## config.mk

```make
export PLATFORM = sky130hd
export DESIGN_NAME = programmable_transition_table_fsm
export DESIGN_NICKNAME = d
export VERILOG_FILES = /design/src/rtl/core/ptt_pkg.sv /design/src/rtl/core/programmable_transition_table_fsm.sv
export VERILOG_INCLUDE_DIRS = /design/src /design/src/rtl/core
export SDC_FILE = /design/constraint.sdc
export NUM_CORES = 1
export LEC_CHECK = 0
export ABC_CLOCK_PERIOD_IN_PS = 4100
export BUFFER_PORTS_ARGS = -buffer_cell sky130_fd_sc_hd__buf_4
export CAP_MARGIN = 20
export CORE_ASPECT_RATIO = 0.8
export CORE_MARGIN = 2
export CORE_UTILIZATION = 56
export DETAILED_ROUTE_END_ITERATION = 10
export GPL_TIMING_DRIVEN = 1
export PLACE_DENSITY_LB_ADDON = 0.15
export SYNTH_ARGS = -nofsm -noshare
export SYNTH_HDL_FRONTEND = slang
export SYNTH_SLANG_ARGS = --single-unit
export TNS_END_PERCENT = 5
```

## constraint.sdc

```tcl
create_clock -name clk -period 4.1 [get_ports clk]
set_input_delay 1.025 -clock clk [delete_from_list [all_inputs] [get_ports clk]]
set_output_delay 1.025 -clock clk [all_outputs]
set_load 0.05 [all_outputs]
```

## src/rtl/core/assert_macros.svh

```systemverilog
// Assertion macros shared by the RTL.
`ifndef ASSERT_MACROS_SVH
`define ASSERT_MACROS_SVH

// Same-cycle implication, checked outside reset.
`define ASSERT_IMPLY(label, clk, rst, ante, cons) \
  label: assert property (@(posedge clk) disable iff (rst) (ante) |-> (cons)) \
    else $error("%m: implication check failed");

// Next-cycle implication, checked outside reset.
`define ASSERT_NEXT(label, clk, rst, ante, cons) \
  label: assert property (@(posedge clk) disable iff (rst) (ante) |=> (cons)) \
    else $error("%m: next-cycle check failed");

`endif

```

## src/rtl/core/ptt_pkg.sv

```systemverilog
// Types and constants of the programmable transition table state machine.
`timescale 1ns / 1ps

package ptt_pkg;

  localparam int TABLE_DEPTH  = 16;
  localparam int STATE_BITS   = 4;
  localparam int INPUT_LINES  = 16;
  localparam int MESSAGE_BITS = 8;
  localparam int SEL_BITS     = $clog2(INPUT_LINES);
  localparam int IDX_BITS     = $clog2(TABLE_DEPTH);
  localparam int CNT_BITS     = $clog2(TABLE_DEPTH + 1);

  typedef enum logic [1:0] {
    MODE_STEP   = 2'd0,
    MODE_ADD    = 2'd1,
    MODE_REMOVE = 2'd2,
    MODE_MODIFY = 2'd3
  } mode_t;

  typedef enum logic [1:0] {
    STAT_OK        = 2'd0,
    STAT_NOT_FOUND = 2'd1,
    STAT_FULL      = 2'd2
  } status_t;

  typedef enum logic [2:0] {
    FSM_IDLE,
    FSM_APPEND,
    FSM_SCAN,
    FSM_SHIFT,
    FSM_DONE
  } fsm_state_t;

  typedef struct packed {
    logic [STATE_BITS-1:0]   src;
    logic [SEL_BITS-1:0]     sel;
    logic [STATE_BITS-1:0]   dst;
    logic [MESSAGE_BITS-1:0] msg;
  } entry_t;

  typedef struct packed {
    mode_t                   mode;
    logic [STATE_BITS-1:0]   from_state;
    logic [SEL_BITS-1:0]     input_select;
    logic [STATE_BITS-1:0]   to_state;
    logic [MESSAGE_BITS-1:0] message_code;
    logic [INPUT_LINES-1:0]  input_lines;
  } in_t;

  typedef struct packed {
    logic [STATE_BITS-1:0]   present_state;
    logic                    fired;
    logic [MESSAGE_BITS-1:0] fired_message;
    status_t                 status;
  } out_t;

endpackage

```

## src/rtl/core/programmable_transition_table_fsm.sv

```systemverilog
// Top level of the programmable transition table state machine.
`timescale 1ns / 1ps
`include "assert_macros.svh"

// Usage
//   Command channel: drive item and pulse start; the word is taken at an edge
//   with start high and busy low. busy stays high until the result is shown.
//   Result channel: done is high for exactly one cycle with result valid.
//   The receiver cannot hold results off; it must take the word that cycle.
//   Config channel: cfg_data is the initial state; written when cfg_valid and
//   cfg_ready are high. cfg_ready is high only while idle. A write also loads
//   the current state at once.
// Timing
//   One compare unit checks one table entry per cycle, so the ordered scan
//   sets the latency. Step, remove and modify pass idle (accept), then scan
//   the held entries in order until a hit or past the last one, then done
//   (result); remove first moves each later entry down one place in the
//   shift state and then drops the count. Add passes idle, append and done.
//   A new word is taken the cycle after done.
// Reset
//   rst (synchronous) empties the table, sets the current state to 0 and
//   returns the sequencer to idle. Table contents are not cleared.

module programmable_transition_table_fsm (
  input  logic                            clk,
  input  logic                            rst,
  input  logic                            start,
  output logic                            busy,
  input  ptt_pkg::in_t                    item,
  output logic                            done,
  output ptt_pkg::out_t                   result,
  input  logic                            cfg_valid,
  output logic                            cfg_ready,
  input  logic [ptt_pkg::STATE_BITS-1:0]  cfg_data
);
  import ptt_pkg::*;

  fsm_state_t            state, state_next;
  logic [STATE_BITS-1:0] cur, cur_next;
  logic [CNT_BITS-1:0]   count, count_next;
  logic [CNT_BITS-1:0]   idx, idx_next;
  in_t                   cmd;
  out_t                  res, res_next;
  entry_t                tbl [TABLE_DEPTH];

  // single write port into the table
  logic                  tbl_we;
  logic [IDX_BITS-1:0]   tbl_waddr;
  entry_t                tbl_wdata;

  // shared read and compare unit
  logic [CNT_BITS-1:0]   nxt;
  logic [IDX_BITS-1:0]   rd_addr;
  entry_t                rd;
  logic                  step_hit, key_hit, hit, at_end, accept;

  assign accept = start && (state == FSM_IDLE);
  assign nxt    = idx + CNT_BITS'(1);

  // while shifting, read the entry above the one being written
  assign rd_addr  = (state == FSM_SHIFT) ? nxt[IDX_BITS-1:0] : idx[IDX_BITS-1:0];
  assign rd       = tbl[rd_addr];
  assign step_hit = (rd.src == cur) && cmd.input_lines[rd.sel];
  assign key_hit  = (rd.src == cmd.from_state) && (rd.sel == cmd.input_select);
  assign hit      = (cmd.mode == MODE_STEP) ? step_hit : key_hit;
  assign at_end   = (idx == count);

  // sequencer: next state
  always_comb begin
    state_next = state;
    unique case (state)
      FSM_IDLE: begin
        if (accept) begin
          state_next = (item.mode == MODE_ADD) ? FSM_APPEND : FSM_SCAN;
        end
      end
      FSM_APPEND: state_next = FSM_DONE;
      FSM_SCAN: begin
        if (at_end) begin
          state_next = FSM_DONE;
        end else if (hit) begin
          state_next = (cmd.mode == MODE_REMOVE) ? FSM_SHIFT : FSM_DONE;
        end
      end
      FSM_SHIFT: begin
        if (nxt >= count) begin
          state_next = FSM_DONE;
        end
      end
      FSM_DONE: state_next = FSM_IDLE;
      default:  state_next = FSM_IDLE;
    endcase
  end

  // sequencer: datapath control
  always_comb begin
    cur_next   = cur;
    count_next = count;
    idx_next   = idx;
    res_next   = res;
    tbl_we     = 1'b0;
    tbl_waddr  = idx[IDX_BITS-1:0];
    tbl_wdata  = rd;
    unique case (state)
      FSM_IDLE: begin
        idx_next = '0;
        if (cfg_valid) begin
          cur_next = cfg_data;
        end
        if (accept) begin
          res_next.present_state = cur;
          res_next.fired         = 1'b0;
          res_next.fired_message = '0;
          res_next.status        = STAT_OK;
        end
      end
      FSM_APPEND: begin
        if (count == CNT_BITS'(TABLE_DEPTH)) begin
          res_next.status = STAT_FULL;
        end else begin
          tbl_we         = 1'b1;
          tbl_waddr      = count[IDX_BITS-1:0];
          tbl_wdata.src  = cmd.from_state;
          tbl_wdata.sel  = cmd.input_select;
          tbl_wdata.dst  = cmd.to_state;
          tbl_wdata.msg  = cmd.message_code;
          count_next     = count + CNT_BITS'(1);
        end
      end
      FSM_SCAN: begin
        if (at_end) begin
          if (cmd.mode != MODE_STEP) begin
            res_next.status = STAT_NOT_FOUND;
          end
        end else if (hit) begin
          unique case (cmd.mode)
            MODE_STEP: begin
              cur_next               = rd.dst;
              res_next.present_state = rd.dst;
              res_next.fired         = 1'b1;
              res_next.fired_message = rd.msg;
            end
            MODE_MODIFY: begin
              tbl_we        = 1'b1;
              tbl_wdata.dst = cmd.to_state;
              tbl_wdata.msg = cmd.message_code;
            end
            MODE_REMOVE: ;  // entries move down in the shift state
            MODE_ADD:    ;
            default:     ;
          endcase
        end else begin
          idx_next = nxt;
        end
      end
      FSM_SHIFT: begin
        if (nxt < count) begin
          tbl_we   = 1'b1;
          idx_next = nxt;
        end else begin
          count_next = count - CNT_BITS'(1);
        end
      end
      FSM_DONE: ;
      default: ;
    endcase
  end

  always_ff @(posedge clk) begin
    if (rst) begin
      state <= FSM_IDLE;
      cur   <= '0;
      count <= '0;
      idx   <= '0;
    end else begin
      state <= state_next;
      cur   <= cur_next;
      count <= count_next;
      idx   <= idx_next;
    end
  end

  // payload: no reset
  always_ff @(posedge clk) begin
    res <= res_next;
    if (accept) begin
      cmd <= item;
    end
    if (tbl_we) begin
      tbl[tbl_waddr] <= tbl_wdata;
    end
  end

  assign busy      = (state != FSM_IDLE);
  assign cfg_ready = (state == FSM_IDLE);
  assign done      = (state == FSM_DONE);
  assign result    = res;

  // checks
  `ASSERT_IMPLY(a_count_range, clk, rst, 1'b1, count <= CNT_BITS'(TABLE_DEPTH))
  `ASSERT_NEXT(a_done_single, clk, rst, done, !done)
  `ASSERT_IMPLY(a_fired_ok, clk, rst, done && result.fired, result.status == STAT_OK)
  `ASSERT_NEXT(a_accept_busy, clk, rst, start && !busy, busy)

endmodule
```

==> flow_summary.yaml <==
cells_and_area:
  syn_to_final_growth_pct: 20.8
  drive_gt1_share_pct: 33.6
  fin_cells: 1718
  diodes: 0
  fillers: 2089
  nets: 1323
sta:
  hold-worst-slack_ps: 507
  drv_slew: 0
  setup_viol: 0
  period_needed_ps: 3990
  hold_viol: 0
  worst_pin_slew_ps: 977
  slew-limit-headroom_pct: 34.5
  max_freq_mhz: 251
  period_share_pct: 97.3
  tns_ps: 0
  skew_ps: 22.3
  worst_slack_ps: 112
detailed_routing:
  drt-total-wl_mm: 46.0
  first_pass_iters: 6
  ant_nets: 0
  drtIter0Drc: 1343
  wl_per_cell_um: 26.8
  vias: 11000
  drcViolationCount: 0
  viasPerCell: 6.42
global_route:
  antenna_found_initial: 0
  grt_pass1_wl_mm: 67.3
  overflow: 0
  grt_usage_pct: 28.0
  first_global_vias: 10500
  grt_max_degree: 40
logic_synthesis:
  synth_edf_count: 373
  syn_nets: 1137
  yosys_warnings: 0
  synth_area_um2: 17600
  yosys_register_bits: 390
  synth-async-reset-ratio_pct: 0
  ys_types: 89
  postSynthAreaPerCell_um2: 16.2
  synthFlopType: "edfxtp_1"
  syn-instance-count: 1084
  ys_seq_area_share_pct: 65.6
cts:
  cts_max_level: 2
  cts.sinks: 390
  path_clk_slew_ps: 60
  cts_buffers: 38
  cts_tree: "done"
  clk_path_buf_depth: 3
  cts_root_buffer: "clkbuf_16"
  clock_latency_ps: 540
critical_path:
  crit_buf_inv: 3
  critical-path-max-stage-delay_ps: 490
  cp-end-kind: "register"
  crit_path_top_delay_cell: "mux4_2"
  arrival_ps: 4250
  cp_cell_sequence: "ha_4 > buf_12 > mux2i_1 > mux4_2 > nor2_1 > nor3_2 > a21oi_4 > buf_4 > mux2i_1 > mux2i_1 > o221ai_2 > o21ai_2 > a41oi_2 > buf_12 > mux2_4"
  regToRegSetupSlack_ps: 110
  cp_common_cell: "mux2i_1"
  required_ps: 4360
  cpLargestDelayFamily: "multiplexers"
  criticalPathCategory: "reg2reg"
  startpoint_type: "register"
  critical_path.max_fanout: 16
die:
  die_h_um: 163
  die_area_um2: 32800
  ioPinCount: 64
  rows: 58
  initial_core_util_pct: 56.4
  die_w_um: 202
  core_um2: 31200
pwr:
  powerDensity_nw_per_um2: 412
  ir_drop_v: 0.000314
  power_leakage_uw: 0.00718
outcome:
  status: "complete, no violations"
placement:
  placed_cells: 1635
  pre_cts_slack_ps: -108
  io_buffers: 63
  globalplace.congestion: 0.949
  place_hpwl_mm: 30.0
min_path:
  hp-class: "reg2reg"
run:
  cap_violations: 0
-- cell families (layout without fill, tap and decap cells) --
| kind of cell | after synthesis | after routing | synth area share (%) |
|---|---|---|---|
| flip-flops | 390 | 390 | 65.6 |
| AND/OR/NAND/NOR | 241 | 241 | 6.98 |
| multiplexers | 175 | 175 | 16.2 |
| AO/OA/AOI/OAI | 167 | 167 | 7.21 |
| buffers and inverters | 84 | 298 | 2.23 |
| XOR/XNOR | 20 | 20 | 1.23 |
| adder cells (fa/ha/maj) | 7 | 7 | 0.498 |
-- worst reg2reg max path, cell delays in order (launching register included) --
cell	delay [ps]
dfxtp_2	340
ha_4	320
buf_12	170
mux2i_1	100
mux4_2	490
nor2_1	200
nor3_2	80
a21oi_4	240
buf_4	180
mux2i_1	210
mux2i_1	120
o221ai_2	260
o21ai_2	120
a41oi_2	240
buf_12	200
mux2_4	430
-- layer usage --
| metal | vias up | wire length, µm | GRT usage (%) |
|---|---|---|---|
| met5 | - | 0 | 0 |
| met4 | 0 | 1110 | 7.93 |
| met3 | 71 | 4880 | 6.22 |
| met2 | 652 | 20500 | 41.0 |
| met1 | 5545 | 19500 | 42.7 |
| li1 | 4758 | - | - |
-- report_power, final --
part	internal (µW)	leakage (µW)	switching, µW
sequential	4480	0.00353	53.1
combinational	253	0.00303	418
clock	2060	0.000616	1490
-- sequential cells by signal (all words and copies together) (netlist names) --
register  count
result       15
tbl         320
cur           4
count         5
idx           5
cmd          38
state         3
-- synthesized netlist by cell type (all sizes together) (5+ instances only) --
master	n	area share [%]
xnor2	13	0.84
o211ai	7	0.33
dfxtp	17	1.9
mux4	83	11
a32o	5	0.28
inv	20	0.43
nand3	14	0.40
and2	14	0.50
clkbuf	25	0.55
a31oi	10	0.36
o31ai	8	0.37
edfxtp	373	64
and3	5	0.18
xor2	7	0.39
nor4	7	0.32
nor3	29	0.88
ha	7	0.50
or3	13	0.46
a21oi	32	1.0
or2	5	0.18
nand4	5	0.18
a32oi	5	0.25
nor3b	7	0.33
o311ai	7	0.35
a311oi	6	0.33
mux2i	75	4.3
nand2	66	1.4
buf	39	1.3
mux2	17	1.3
nand2b	9	0.32
o21ai	20	0.59
o21a	7	0.30
nor2	51	1.1
o22ai	6	0.21
nor2b	11	0.39
o2111ai	5	0.25
-- area by class of cell --
cell class / instances / area, µm² / share of cell area, %
timing repair buffer: 210 / 1910 / 9.00
multi-input combinational: 610 / 5930 / 27.9
clock inverter: 25 / 268 / 1.26
inverter: 20 / 75.1 / 0.353
clock buffer: 43 / 991 / 4.66
sequential: 390 / 11500 / 54.3
tap: 420 / 526 / 2.47
-- per-stage QoR --
stage | utilization [%] | power, µW | area, µm²
finish | 68.1 | 8760 | 21200
global route | 68.1 | 9010 | 21200
CTS | 66.9 | 8780 | 20900
detailed placement | 62.8 | 5260 | 19600
global placement | 62.8 | 5250 | 19600
floorplan | - | 4990 | 17600
-- final timing paths --
| kind | startpoint | to | cells past startpoint |
|---|---|---|---|
| setup reg to reg | idx[1]$_SDFFE_PP0P_ | tbl[14][8]$_DFFE_PP_ | 15 |
| hold / removal | idx[4]$_SDFFE_PP0P_ | idx[4]$_SDFFE_PP0P_ | 2 |
| setup / recovery | idx[1]$_SDFFE_PP0P_ | tbl[14][8]$_DFFE_PP_ | 15 |
| hold reg to reg | idx[4]$_SDFFE_PP0P_ | idx[4]$_SDFFE_PP0P_ | 2 |
-- cells in the final DEF, fill, tap and decap left out, types with 12 or more instances in the layout --
cell,count
nor2_1,38
buf_12,22
dfxtp_1,15
or3_1,13
mux4_2,83
o21ai_0,15
nand2_1,65
mux2_4,12
nor3_1,23
mux2i_1,71
nand3_1,14
and2_1,13
buf_4,181
edfxtp_1,373
a21oi_1,21
clkbuf_16,41
inv_1,20
-- repair_timing --
item / in CTS / in global routing
gates cloned: 0 / 3
hold buffers: 0 / 0
hold endpoints to repair: 0 / 0
gates resized for setup: 6 / 38
setup buffers: 0 / 11
pin swaps: 2 / 7
endpoints found under the setup margin: 321 / 531
Power figures use the tool's default switching activity.
